### config.mk
export PLATFORM = sky130hd
export DESIGN_NAME = alpha_blend_int16_multimode
export DESIGN_NICKNAME = d
export VERILOG_FILES = /design/src/rtl/ablend_pkg.sv /design/src/rtl/alpha_blend_int16_multimode.sv /design/src/rtl/ablend_div.sv
export SDC_FILE = /design/constraint.sdc
export NUM_CORES = 1
export LEC_CHECK = 0
export BUFFER_PORTS_ARGS = -buffer_cell sky130_fd_sc_hd__buf_2
export CAP_MARGIN = 5
export CORE_AREA = 2 2 235 237
export CTS_CLUSTER_DIAMETER = 150
export DETAILED_ROUTE_END_ITERATION = 10
export DIE_AREA = 0 0 237 239
export GPL_TIMING_DRIVEN = 0
export HOLD_SLACK_MARGIN = 0.03
export PLACE_DENSITY = 0.72
export SLEW_MARGIN = 10
export SYNTH_ARGS = -nofsm -noshare
export SYNTH_HDL_FRONTEND = slang
export SYNTH_SLANG_ARGS = --single-unit
### constraint.sdc
create_clock -name clk -period 7 [get_ports clk]
set_clock_uncertainty 0.15 [all_clocks]
set_input_delay 0.7 -clock clk [delete_from_list [all_inputs] [get_ports clk]]
set_output_delay 0.7 -clock clk [all_outputs]
set_load 0.05 [all_outputs]
### src/rtl/ablend_pkg.sv
// Shared types and constants for the alpha blend pipeline.
`default_nettype none

package ablend_pkg;

	// default sample width of the top level
	localparam int SAMPLE_BITS_DEF = 16;

	// raw alpha code and decoded weight widths
	localparam int ALPHA_BITS  = 17;
	localparam int WEIGHT_BITS = 17;

	// the denominator is 2^16 or 2^16 - 1
	localparam int DEN_SHIFT = 16;

	// alpha decoding modes, as written to the mode register
	typedef enum logic [1:0] {
		MODE_SELECT = 2'd0,
		MODE_BYTE   = 2'd1,
		MODE_SHORT  = 2'd2,
		MODE_FRAC   = 2'd3
	} alpha_mode_t;

	localparam alpha_mode_t MODE_RESET = MODE_BYTE;

	// weight of one in the power-of-two denominator
	localparam logic [WEIGHT_BITS-1:0] WEIGHT_ONE = 17'h10000;

	// rounding offsets (half denominator) and the odd denominator
	localparam logic [16:0] HALF_ODD  = 17'd32767;
	localparam logic [16:0] HALF_EVEN = 17'd32768;
	localparam logic [16:0] DEN_ODD   = 17'd65535;

	// side info handed to the divide stages
	typedef struct packed {
		logic neg;  // numerator was negative, result is negated
		logic odd;  // denominator is 2^16 - 1 rather than 2^16
	} div_ctl_t;

endpackage

`default_nettype wire

### src/rtl/alpha_blend_int16_multimode.sv
// Alpha blend top level: mode register, weight decode, product and rounding stages.
//
// Blends one sample of each of two images as first*(1-r) + second*r, exact,
// with negative sums truncated toward zero and other sums rounded half up.
// Input channel: in_valid / in_stall with first_sample, second_sample and
// alpha_code; a word is taken when in_valid is high and in_stall is low.
// Output channel: out_valid / out_stall with blended_sample.
// Mode register: cfg_valid / cfg_ready / cfg_data, always ready; write it
// only while the pipeline is empty. It selects one-bit, byte, signed short
// or Q1.16 alpha decoding.
// One word per clock is sustained while out_stall is low. The eight register
// stages are: decode, multiply, numerator sum, rounding offset, three folds
// of the divide by 2^16 - 1, and the final correction with sign restore.
// Reset clears every valid bit and sets the mode to byte alpha.
// While out_stall is high the held result stays put, empty stages keep
// filling, and in_stall rises only when all eight stages hold a word.
`default_nettype none

module alpha_blend_int16_multimode
	import ablend_pkg::*;
#(
	parameter int SAMPLE_BITS = SAMPLE_BITS_DEF
) (
	input  logic                          clk,
	input  logic                          arst_n,
	input  logic                          cfg_valid,
	output logic                          cfg_ready,
	input  logic [1:0]                    cfg_data,
	input  logic                          in_valid,
	output logic                          in_stall,
	input  logic signed [SAMPLE_BITS-1:0] first_sample,
	input  logic signed [SAMPLE_BITS-1:0] second_sample,
	input  logic [ALPHA_BITS-1:0]         alpha_code,
	output logic                          out_valid,
	input  logic                          out_stall,
	output logic signed [SAMPLE_BITS-1:0] blended_sample
);

	localparam int SB = SAMPLE_BITS;
	localparam int DW = SB + 1;
	localparam int PW = DW + WEIGHT_BITS + 1;
	localparam int NW = SB + DEN_SHIFT + 1;
	localparam int YW = SB + DEN_SHIFT;

	alpha_mode_t alpha_mode_q;

	logic v_s1, v_s2, v_s3, v_s4;
	logic rdy_s1, rdy_s2, rdy_s3, rdy_s4;
	logic div_ready;

	logic signed [SB-1:0]    a_s1;
	logic signed [DW-1:0]    diff_s1;
	logic [WEIGHT_BITS-1:0]  w_s1;
	logic                    odd_s1, odd_s2, odd_s3, odd_s4;
	logic signed [PW-1:0]    prod_s2;
	logic signed [NW-1:0]    ad_s2;
	logic [NW-1:0]           num_s3;
	logic [YW-1:0]           y_s4;
	logic                    neg_s4;

	logic [WEIGHT_BITS-1:0]  w_d;
	logic                    odd_d;
	logic signed [DW-1:0]    diff_d;
	logic signed [PW-1:0]    prod_d;
	logic signed [NW-1:0]    a_ext;
	logic signed [NW-1:0]    ad_d;
	logic signed [PW-1:0]    num_full;
	logic                    neg_d;
	logic [NW-1:0]           off_d;
	logic [NW-1:0]           ysum;
	div_ctl_t                div_ctl;

	// mode register
	assign cfg_ready = 1'b1;

	always_ff @(posedge clk or negedge arst_n) begin
		if (!arst_n) begin
			alpha_mode_q <= MODE_RESET;
		end else if (cfg_valid && cfg_ready) begin
			alpha_mode_q <= alpha_mode_t'(cfg_data);
		end
	end

	// ready chain, stage 4 feeds the divide unit
	assign rdy_s4   = !v_s4 || div_ready;
	assign rdy_s3   = !v_s3 || rdy_s4;
	assign rdy_s2   = !v_s2 || rdy_s3;
	assign rdy_s1   = !v_s1 || rdy_s2;
	assign in_stall = !rdy_s1;

	// stage 1: weight decode; byte alpha is scaled by 257 onto 2^16 - 1
	always_comb begin
		w_d   = '0;
		odd_d = 1'b0;
		case (alpha_mode_q)
			MODE_SELECT: begin
				w_d   = {alpha_code[0], {DEN_SHIFT{1'b0}}};
				odd_d = 1'b0;
			end
			MODE_BYTE: begin
				w_d   = {1'b0, alpha_code[7:0], alpha_code[7:0]};
				odd_d = 1'b1;
			end
			MODE_SHORT: begin
				w_d   = {1'b0, ~alpha_code[15], alpha_code[14:0]};
				odd_d = 1'b1;
			end
			MODE_FRAC: begin
				w_d   = alpha_code[16] ? WEIGHT_ONE : alpha_code;
				odd_d = 1'b0;
			end
			default: begin
				w_d   = '0;
				odd_d = 1'b0;
			end
		endcase
	end

	assign diff_d = $signed({second_sample[SB-1], second_sample})
		- $signed({first_sample[SB-1], first_sample});

	// stage 2: (second - first) * w and first * D
	assign prod_d = diff_s1 * $signed({1'b0, w_s1});
	assign a_ext  = $signed({{(NW-SB){a_s1[SB-1]}}, a_s1});
	assign ad_d   = (a_ext <<< DEN_SHIFT) - (odd_s1 ? a_ext : '0);

	// stage 3: numerator
	assign num_full = $signed({{(PW-NW){ad_s2[NW-1]}}, ad_s2}) + prod_s2;

	// stage 4: magnitude plus rounding offset in one add
	assign neg_d = num_s3[NW-1];
	assign off_d = neg_d ? NW'(1) : (odd_s3 ? NW'(HALF_ODD) : NW'(HALF_EVEN));
	assign ysum  = (neg_d ? ~num_s3 : num_s3) + off_d;

	// valid bits
	always_ff @(posedge clk or negedge arst_n) begin
		if (!arst_n) begin
			v_s1 <= 1'b0;
			v_s2 <= 1'b0;
			v_s3 <= 1'b0;
			v_s4 <= 1'b0;
		end else begin
			if (rdy_s1) v_s1 <= in_valid;
			if (rdy_s2) v_s2 <= v_s1;
			if (rdy_s3) v_s3 <= v_s2;
			if (rdy_s4) v_s4 <= v_s3;
		end
	end

	// datapath registers
	always_ff @(posedge clk) begin
		if (rdy_s1) begin
			a_s1    <= first_sample;
			diff_s1 <= diff_d;
			w_s1    <= w_d;
			odd_s1  <= odd_d;
		end
		if (rdy_s2) begin
			prod_s2 <= prod_d;
			ad_s2   <= ad_d;
			odd_s2  <= odd_s1;
		end
		if (rdy_s3) begin
			num_s3 <= num_full[NW-1:0];
			odd_s3 <= odd_s2;
		end
		if (rdy_s4) begin
			y_s4   <= ysum[YW-1:0];
			neg_s4 <= neg_d;
			odd_s4 <= odd_s3;
		end
	end

	assign div_ctl.neg = neg_s4;
	assign div_ctl.odd = odd_s4;

	// stages 5 to 8: constant divide and sign restore
	ablend_div #(
		.SAMPLE_BITS(SAMPLE_BITS)
	) u_div (
		.clk       (clk),
		.arst_n    (arst_n),
		.req_valid (v_s4),
		.req_ready (div_ready),
		.req_y     (y_s4),
		.req_ctl   (div_ctl),
		.res_valid (out_valid),
		.res_stall (out_stall),
		.res_data  (blended_sample)
	);

endmodule

`default_nettype wire

### src/rtl/ablend_div.sv
// Pipelined divide by 2^16 or 2^16 - 1 with sign restore (stages 5 to 8).
`default_nettype none

module ablend_div
	import ablend_pkg::*;
#(
	parameter int SAMPLE_BITS = SAMPLE_BITS_DEF
) (
	input  logic                          clk,
	input  logic                          arst_n,
	input  logic                          req_valid,
	output logic                          req_ready,
	input  logic [SAMPLE_BITS+15:0]       req_y,
	input  div_ctl_t                      req_ctl,
	output logic                          res_valid,
	input  logic                          res_stall,
	output logic signed [SAMPLE_BITS-1:0] res_data
);

	localparam int SB = SAMPLE_BITS;
	localparam int YW = SB + DEN_SHIFT;
	localparam int HW = YW - DEN_SHIFT;
	localparam int XW = ((SB > DEN_SHIFT) ? SB : DEN_SHIFT) + 1;
	localparam int QW = SB + 1;
	localparam int FW = XW - DEN_SHIFT;

	logic v_s5, v_s6, v_s7, v_s8;
	logic rdy_s5, rdy_s6, rdy_s7, rdy_s8;

	logic [XW-1:0] x_s5, x_s6, x_s7;
	logic [QW-1:0] q_s5, q_s6, q_s7;
	logic          neg_s5, neg_s6, neg_s7;
	logic [SB-1:0] res_s8;

	logic [HW-1:0] h5;
	logic [XW-1:0] x5_d;
	logic [FW-1:0] h6, h7;
	logic [XW-1:0] x6_d, x7_d;
	logic          inc8;
	logic [QW-1:0] sum8;

	// bubble-collapsing ready chain
	assign rdy_s8    = !v_s8 || !res_stall;
	assign rdy_s7    = !v_s7 || rdy_s8;
	assign rdy_s6    = !v_s6 || rdy_s7;
	assign rdy_s5    = !v_s5 || rdy_s6;
	assign req_ready = rdy_s5;

	// first fold: y = h*2^16 + l gives q = h and remainder h + l for 2^16 - 1
	assign h5   = req_y[YW-1:DEN_SHIFT];
	assign x5_d = req_ctl.odd ? (XW'(h5) + XW'(req_y[DEN_SHIFT-1:0])) : '0;

	// second and third folds
	assign h6   = x_s5[XW-1:DEN_SHIFT];
	assign x6_d = XW'(h6) + XW'(x_s5[DEN_SHIFT-1:0]);
	assign h7   = x_s6[XW-1:DEN_SHIFT];
	assign x7_d = XW'(h7) + XW'(x_s6[DEN_SHIFT-1:0]);

	// last correction, then negate: -(q + inc) = ~q + 1 - inc
	assign inc8 = (x_s7 >= XW'(DEN_ODD));
	assign sum8 = (neg_s7 ? ~q_s7 : q_s7)
		+ (neg_s7 ? {{(QW-1){1'b0}}, ~inc8} : {{(QW-1){1'b0}}, inc8});

	// valid bits
	always_ff @(posedge clk or negedge arst_n) begin
		if (!arst_n) begin
			v_s5 <= 1'b0;
			v_s6 <= 1'b0;
			v_s7 <= 1'b0;
			v_s8 <= 1'b0;
		end else begin
			if (rdy_s5) v_s5 <= req_valid;
			if (rdy_s6) v_s6 <= v_s5;
			if (rdy_s7) v_s7 <= v_s6;
			if (rdy_s8) v_s8 <= v_s7;
		end
	end

	// datapath registers
	always_ff @(posedge clk) begin
		if (rdy_s5) begin
			x_s5   <= x5_d;
			q_s5   <= QW'(h5);
			neg_s5 <= req_ctl.neg;
		end
		if (rdy_s6) begin
			x_s6   <= x6_d;
			q_s6   <= q_s5 + QW'(h6);
			neg_s6 <= neg_s5;
		end
		if (rdy_s7) begin
			x_s7   <= x7_d;
			q_s7   <= q_s6 + QW'(h7);
			neg_s7 <= neg_s6;
		end
		if (rdy_s8) begin
			res_s8 <= sum8[SB-1:0];
		end
	end

	assign res_valid = v_s8;
	assign res_data  = $signed(res_s8);

endmodule

`default_nettype wire

Word level (Yosys, flattened, before mapping). Index checks and enable logic that the tools add are counted.

Bitwise operators: 4. Magnitude comparators: 1. $mul: 1. Equality and inequality tests: 3. Reduce and logical (&&, ||, !) cells: 21. Add/subtract/negate cells: 10. Multiplexer cells: 9.

Operator list (number): 17-bit case mux with 4 select lines (1); 16-bit two-way mux (3); 1-bit by 16-bit adder with 17-bit output (2); 33-bit adder (1); 17-bit by 18-bit multiplier with 33-bit output (1); 33-bit two-way mux (1); 33-bit subtractor (1); 16-bit by 1-bit adder with 16-bit output (2); 32-bit by 16-bit adder with 32-bit output (1); 32-bit two-way mux (1); 32-bit inverter (1); 16-bit by 16-bit adder with 17-bit output (1); 17-bit by 16-bit >= comparator with 1-bit output (second input constant) (1); 17-bit two-way mux (1); 16-bit by 16-bit subtractor with 17-bit output (1); 16-bit adder (1); 16-bit inverter (1); 1-bit logical NOT (10); 1-bit logical OR (8); 2-bit equality test (second input constant) (2); 2-bit OR reduction (2); 2-bit by 1-bit equality test with 1-bit output (second input constant) (1); 2-bit logical NOT (1); 1-bit inverter (2); other kinds (2) (2).

Output and inout port bits: 19. Bits of input ports: 56. Bits in registers: 314. Logic and storage cells: 80.

Longest topological paths before layout.
Depth after elaboration: 10. Gate-level depth with buffers: 23. Depth with buffers taken out: 22.

By module. From an unflattened synthesis, not the netlist that was laid out.

Cell total of the unflattened synthesis: 2600. Area, all modules: 27172.3 µm².

Modules (own cells, without submodules): alpha_blend_int16_multimode (times used 1, area an instance 21030.2 µm², cells each 2120); ablend_div (times used 1, area an instance 6142.1 µm², cells each 480).

Least setup slack after synthesis. Ideal clock, no wire load.

Path type: reg2reg. Start point: register diff_s1[16]. End point: register prod_s2[26], data pin. Clock period less this slack: 6.309 ns. Arrival time: 5.997 ns. Data required time: 6.688 ns. Library setup time: 0.162 ns. Slack: 0.691 ns. Cell stages (with the launch flop): 21. Path through: edfxtp_1 inv_1 clkbuf_1 nor2_1 fa_1 fa_1 fa_1 fa_1 fa_1 inv_1 fa_1 inv_1 ha_1 a21oi_1 o21a_1 o21ai_0 a211oi_2 o21ai_2 o311a_1 or4_1 o2111ai_1.

Word-level cells in the longest chain between the ends: 1.

Ends and longest elaborated chain: start: declaration (line alpha_blend_int16_multimode.sv:52) `logic signed [DW-1:0] diff_s1;`; start signal: assignment (line alpha_blend_int16_multimode.sv:154) `diff_s1 <= diff_d;`; 17-bit by 18-bit multiplier with 33-bit output (line alpha_blend_int16_multimode.sv:123) `assign prod_d = diff_s1 * $signed({1'b0, w_s1});`; named net prod_d[26] (line alpha_blend_int16_multimode.sv:64) `logic signed [PW-1:0] prod_d;`; end signal: assignment (line alpha_blend_int16_multimode.sv:159) `prod_s2 <= prod_d;`; end: declaration (line alpha_blend_int16_multimode.sv:55) `logic signed [PW-1:0] prod_s2;`.

The timed path passes the listed nets, and every way through them passes these cells. A chain may end at the register's enable or synchronous reset.

Worst setup path after layout.
Start point: register w_s1[3]. End point: register prod_s2[30], data pin.

Word-level cells in the longest chain between the ends: 1.

Ends and longest elaborated chain: start: declaration (line alpha_blend_int16_multimode.sv:53) `logic [WEIGHT_BITS-1:0] w_s1;`; start signal: assignment (line alpha_blend_int16_multimode.sv:155) `w_s1 <= w_d;`; 17-bit by 18-bit multiplier with 33-bit output (line alpha_blend_int16_multimode.sv:123); named net prod_d[30] (line alpha_blend_int16_multimode.sv:64).

The timed path passes the listed nets, and every way through them passes these cells.

==> results.py <==
metrics = {
    "route": {
        "route.detailed.drc": 0,
        "vias": 18600,
        "wl_um": 60800,
        "ant_nets": 0,
        "drt_pass1_iterations": 5,
        "detail_route.wl_per_cell_um": 17.8,
        "routed_via_density": 5.45,
        "drt-initial-drc-count": 1202,
    },
    "clocking": {
        "numCtsBuffers": 36,
        "clk_root_buffer_cell": "clkbuf_16",
        "path_clk_slew_ps": 70,
        "clock_latency_ps": 570,
        "clk_path_buf_depth": 3,
        "cts_tree": "done",
        "cts_htree_levels": 2,
        "cts.sinks": 314,
    },
    "power_and_ir_drop": {
        "p_leak_nw": 13.4,
        "seqPwrFrac": 0.253,
        "switching_share": 0.455,
        "clkPwrFrac": 0.117,
        "finalPower_w": 0.0159,
        "powerDensity_nw_per_um2": 536,
        "power_frac_comb": 0.630,
        "p_switching_w": 0.00723,
        "intPower_w": 0.00867,
        "ir_drop_mv": 0.557,
    },
    "synthesis": {
        "synth_xor_area_frac": 0.0704,
        "yosysWarnings": 0,
        "synth_edf_count": 304,
        "syn_nets": 3047,
        "ys.flop_type": "edfxtp_1",
        "synth_top_area_frac": 0.341,
        "syn_avg_cell_area_um2": 10.6,
        "synth_compound_area_frac": 0.0942,
        "synthCells": 2535,
        "synthAdderAreaFrac": 0.277,
        "muxShareOfSynthArea": 0.00341,
        "synth_cell_types": 84,
        "synth_top_cell_by_area": "edfxtp_1",
        "synth_common_cells": "inv_1 (335), edfxtp_1 (304), fa_1 (228), ha_1 (228), nand2_1 (227)",
        "yosys.area_share.simple": 0.148,
        "netlist_area_um2": 26800,
        "async_flop_share": 0.0318,
        "synth_top_family_by_area": "adder cells",
        "synth_seq_area_share": 0.351,
        "synthTopCellsByArea": "edfxtp_1 (34%), fa_1 (17%), ha_1 (11%), inv_1 (4.7%), xnor2_1 (4.4%)",
        "synth-seq-cells": 314,
        "synthMostInstantiatedCell": "inv_1",
    },
    "critical_path": {
        "rrSetupSlack_ps": 210,
        "critPathKind": "flip-flop to flip-flop",
        "worst_ep_required_time_ps": 7130,
        "worstSetupStartpointType": "flip-flop",
        "critPathMaxFanout": 10,
        "critPathArrivalTime_ps": 6920,
        "worst_setup_path_end_kind": "flip-flop",
    },
    "placed_design": {
        "io_buffer_count": 73,
        "dp_hpwl_um": 47200,
        "place_ws_ps": -639,
        "place.gp.congestion": 0.942,
    },
    "sta": {
        "relSlewSlack": 0.215,
        "setup_viol": 0,
        "worst_pin_slew_ps": 1180,
        "rsz0062_at_grt": "no",
        "slew_violations": 0,
        "period_needed_ps": 6790,
        "final-hold-violation-count": 0,
        "max_freq_ghz": 0.147,
        "worst_slack_ps": 211,
        "finalCritPeriodShare": 0.970,
    },
    "grt": {
        "grt_pass1_wl_um": 99600,
        "grt_max_degree": 68,
        "gr-total-overflow": 0,
        "grt_pass1_vias": 19200,
        "grt_usage": 0.223,
        "antenna_found_initial": 3,
    },
    "finish": {
        "synthToLayoutAreaGrowth_pct": 10.9,
        "drive_gt1_frac": 0.0889,
        "seqCellArea_um2": 9380,
        "nets": 3197,
        "multi_input_area_um2": 15900,
        "fill_cells": 4614,
    },
    "outcome": {
        "outcome": "complete, no violations",
    },
    "hold_path": {
        "hold_path.class": "primary input to flip-flop",
    },
    "flow_run": {
        "cap_violations": 0,
    },
    "die": {
        "initial_core_util": 0.492,
        "die-area_um2": 56600,
        "die_y_um": 239,
        "die_w_um": 237,
        "row_count": 86,
        "core-area_um2": 54300,
        "ios": 75,
    },
}
==> per-layer routing <==
layer  vias to the layer above  wire [um]  track usage
met4                         0       1830       0.0773
met3                       109       3520       0.0387
met2                       515      29500        0.387
met1                      9074      26000        0.282
li1                       8910          -            -
met5                         -          0            0
==> power by group through the flow <==
stage	Sequential (W)	Clock [W]	Combinational, W
4_1_cts	0.00405	0.00191	0.00991
5_1_grt	0.00411	0.00198	0.0112
3_3_place_gp	0.00407	0	0.00949
6_report	0.00403	0.00187	0.0100
2_1_floorplan	0.00400	0	0.00708
3_5_place_dp	0.00410	0	0.00973
==> critical path, cell delays in order (launching register included) <==
cell,delay (ps)
edfxtp_1,480
clkbuf_4,280
and2_1,200
fa_1,500
fa_1,520
fa_1,520
fa_1,520
fa_1,540
inv_1,60
fa_2,600
inv_1,50
ha_1,340
nand4_1,200
and3b_1,230
a211oi_2,200
buf_4,170
o21ai_2,90
o31a_2,350
a211oi_2,320
xnor2_2,160
==> worst paths after layout <==
check / end / start / depth (start not counted)
min reg2reg: u_div.neg_s5 / neg_s4 / 0
max reg2reg: prod_s2[30] / w_s1[3] / 19
min: alpha_mode_q[0] / cfg_valid / 2
max: prod_s2[30] / w_s1[3] / 19
min in group asynchronous: u_div.res_valid / arst_n / 2
max in group asynchronous: alpha_mode_q[0] / arst_n / 2
==> area by class of cell <==
cell class | instances | share of cell area
timing repair buffer | 116 | 0.0251
multi-input combinational | 1826 | 0.538
clock inverter | 21 | 0.00797
clock buffer | 43 | 0.0313
buffer | 56 | 0.00932
antenna | 1 | 0.0000844
sequential | 314 | 0.316
inverter | 335 | 0.0425
tap | 704 | 0.0297
==> cells in the final DEF (no fill, tap or decap), types with 9 or more instances in the layout <==
| cell | Yosys | routed |
|---|---|---|
| a211oi_1 | 16 | 15 |
| a21o_1 | 45 | 45 |
| a21oi_1 | 99 | 98 |
| and2_1 | 172 | 172 |
| and3_1 | 41 | 41 |
| buf_2 | 0 | 80 |
| buf_4 | 1 | 41 |
| clkbuf_1 | 58 | 30 |
| clkbuf_16 | 0 | 36 |
| clkbuf_2 | 0 | 16 |
| dfrtp_1 | 9 | 9 |
| edfxtp_1 | 304 | 304 |
| fa_1 | 228 | 227 |
| ha_1 | 228 | 228 |
| inv_1 | 335 | 333 |
| nand2_1 | 227 | 224 |
| nand2b_1 | 31 | 31 |
| nand3_1 | 51 | 49 |
| nand4_1 | 20 | 20 |
| nor2_1 | 104 | 104 |
| nor2b_1 | 15 | 15 |
| nor3_1 | 35 | 35 |
| nor3b_1 | 9 | 9 |
| o211ai_1 | 10 | 10 |
| o21a_1 | 27 | 27 |
| o21ai_0 | 71 | 70 |
| o21bai_1 | 9 | 9 |
| or2_2 | 11 | 11 |
| or3_1 | 16 | 16 |
| xnor2_1 | 135 | 132 |
| xor2_1 | 80 | 80 |
==> kinds of logic (layout without fill, tap and decap cells) <==
kind of cell | Yosys count | in the layout
AND/OR/NAND/NOR | 769 | 769
adder cells (fa/ha/maj) | 456 | 456
buffers and inverters | 395 | 571
AO/OA/AOI/OAI | 376 | 376
flip-flops | 314 | 314
XOR/XNOR | 215 | 215
multiplexers | 9 | 9
other | 1 | 2
==> sequential cells by signal, summed over array words and instances (netlist names), 16 cells and up <==
register,flops
a_s1,16
ad_s2,33
diff_s1,17
num_s3,33
prod_s2,33
u_div.q_s5,16
u_div.q_s6,16
u_div.q_s7,16
u_div.res_data,16
u_div.x_s5,17
u_div.x_s6,17
u_div.x_s7,17
w_s1,17
y_s4,32
==> per-stage QoR <==
step,area [um^2],hold slack [ps],utilization,cells,TNS (ps)
floorplan,26800,250,-,2535,0
global placement,28000,258,0.515,3312,-3680
detailed placement,28100,255,0.517,3315,-3700
CTS,29400,161,0.542,3394,0
global route,29700,169,0.546,3415,0
finish,29700,180,0.546,3416,0
==> what timing repair did <==
action / CTS / global route
hold buffers: 1 / 0
pin swaps: 1 / 1
gates cloned: 0 / 0
buffers inserted: 18 / 21
hold endpoints to repair: 9 / 0
endpoints found under the setup margin: 10 / 7
resized for setup: 34 / 31
Power figures use the tool's default switching activity.
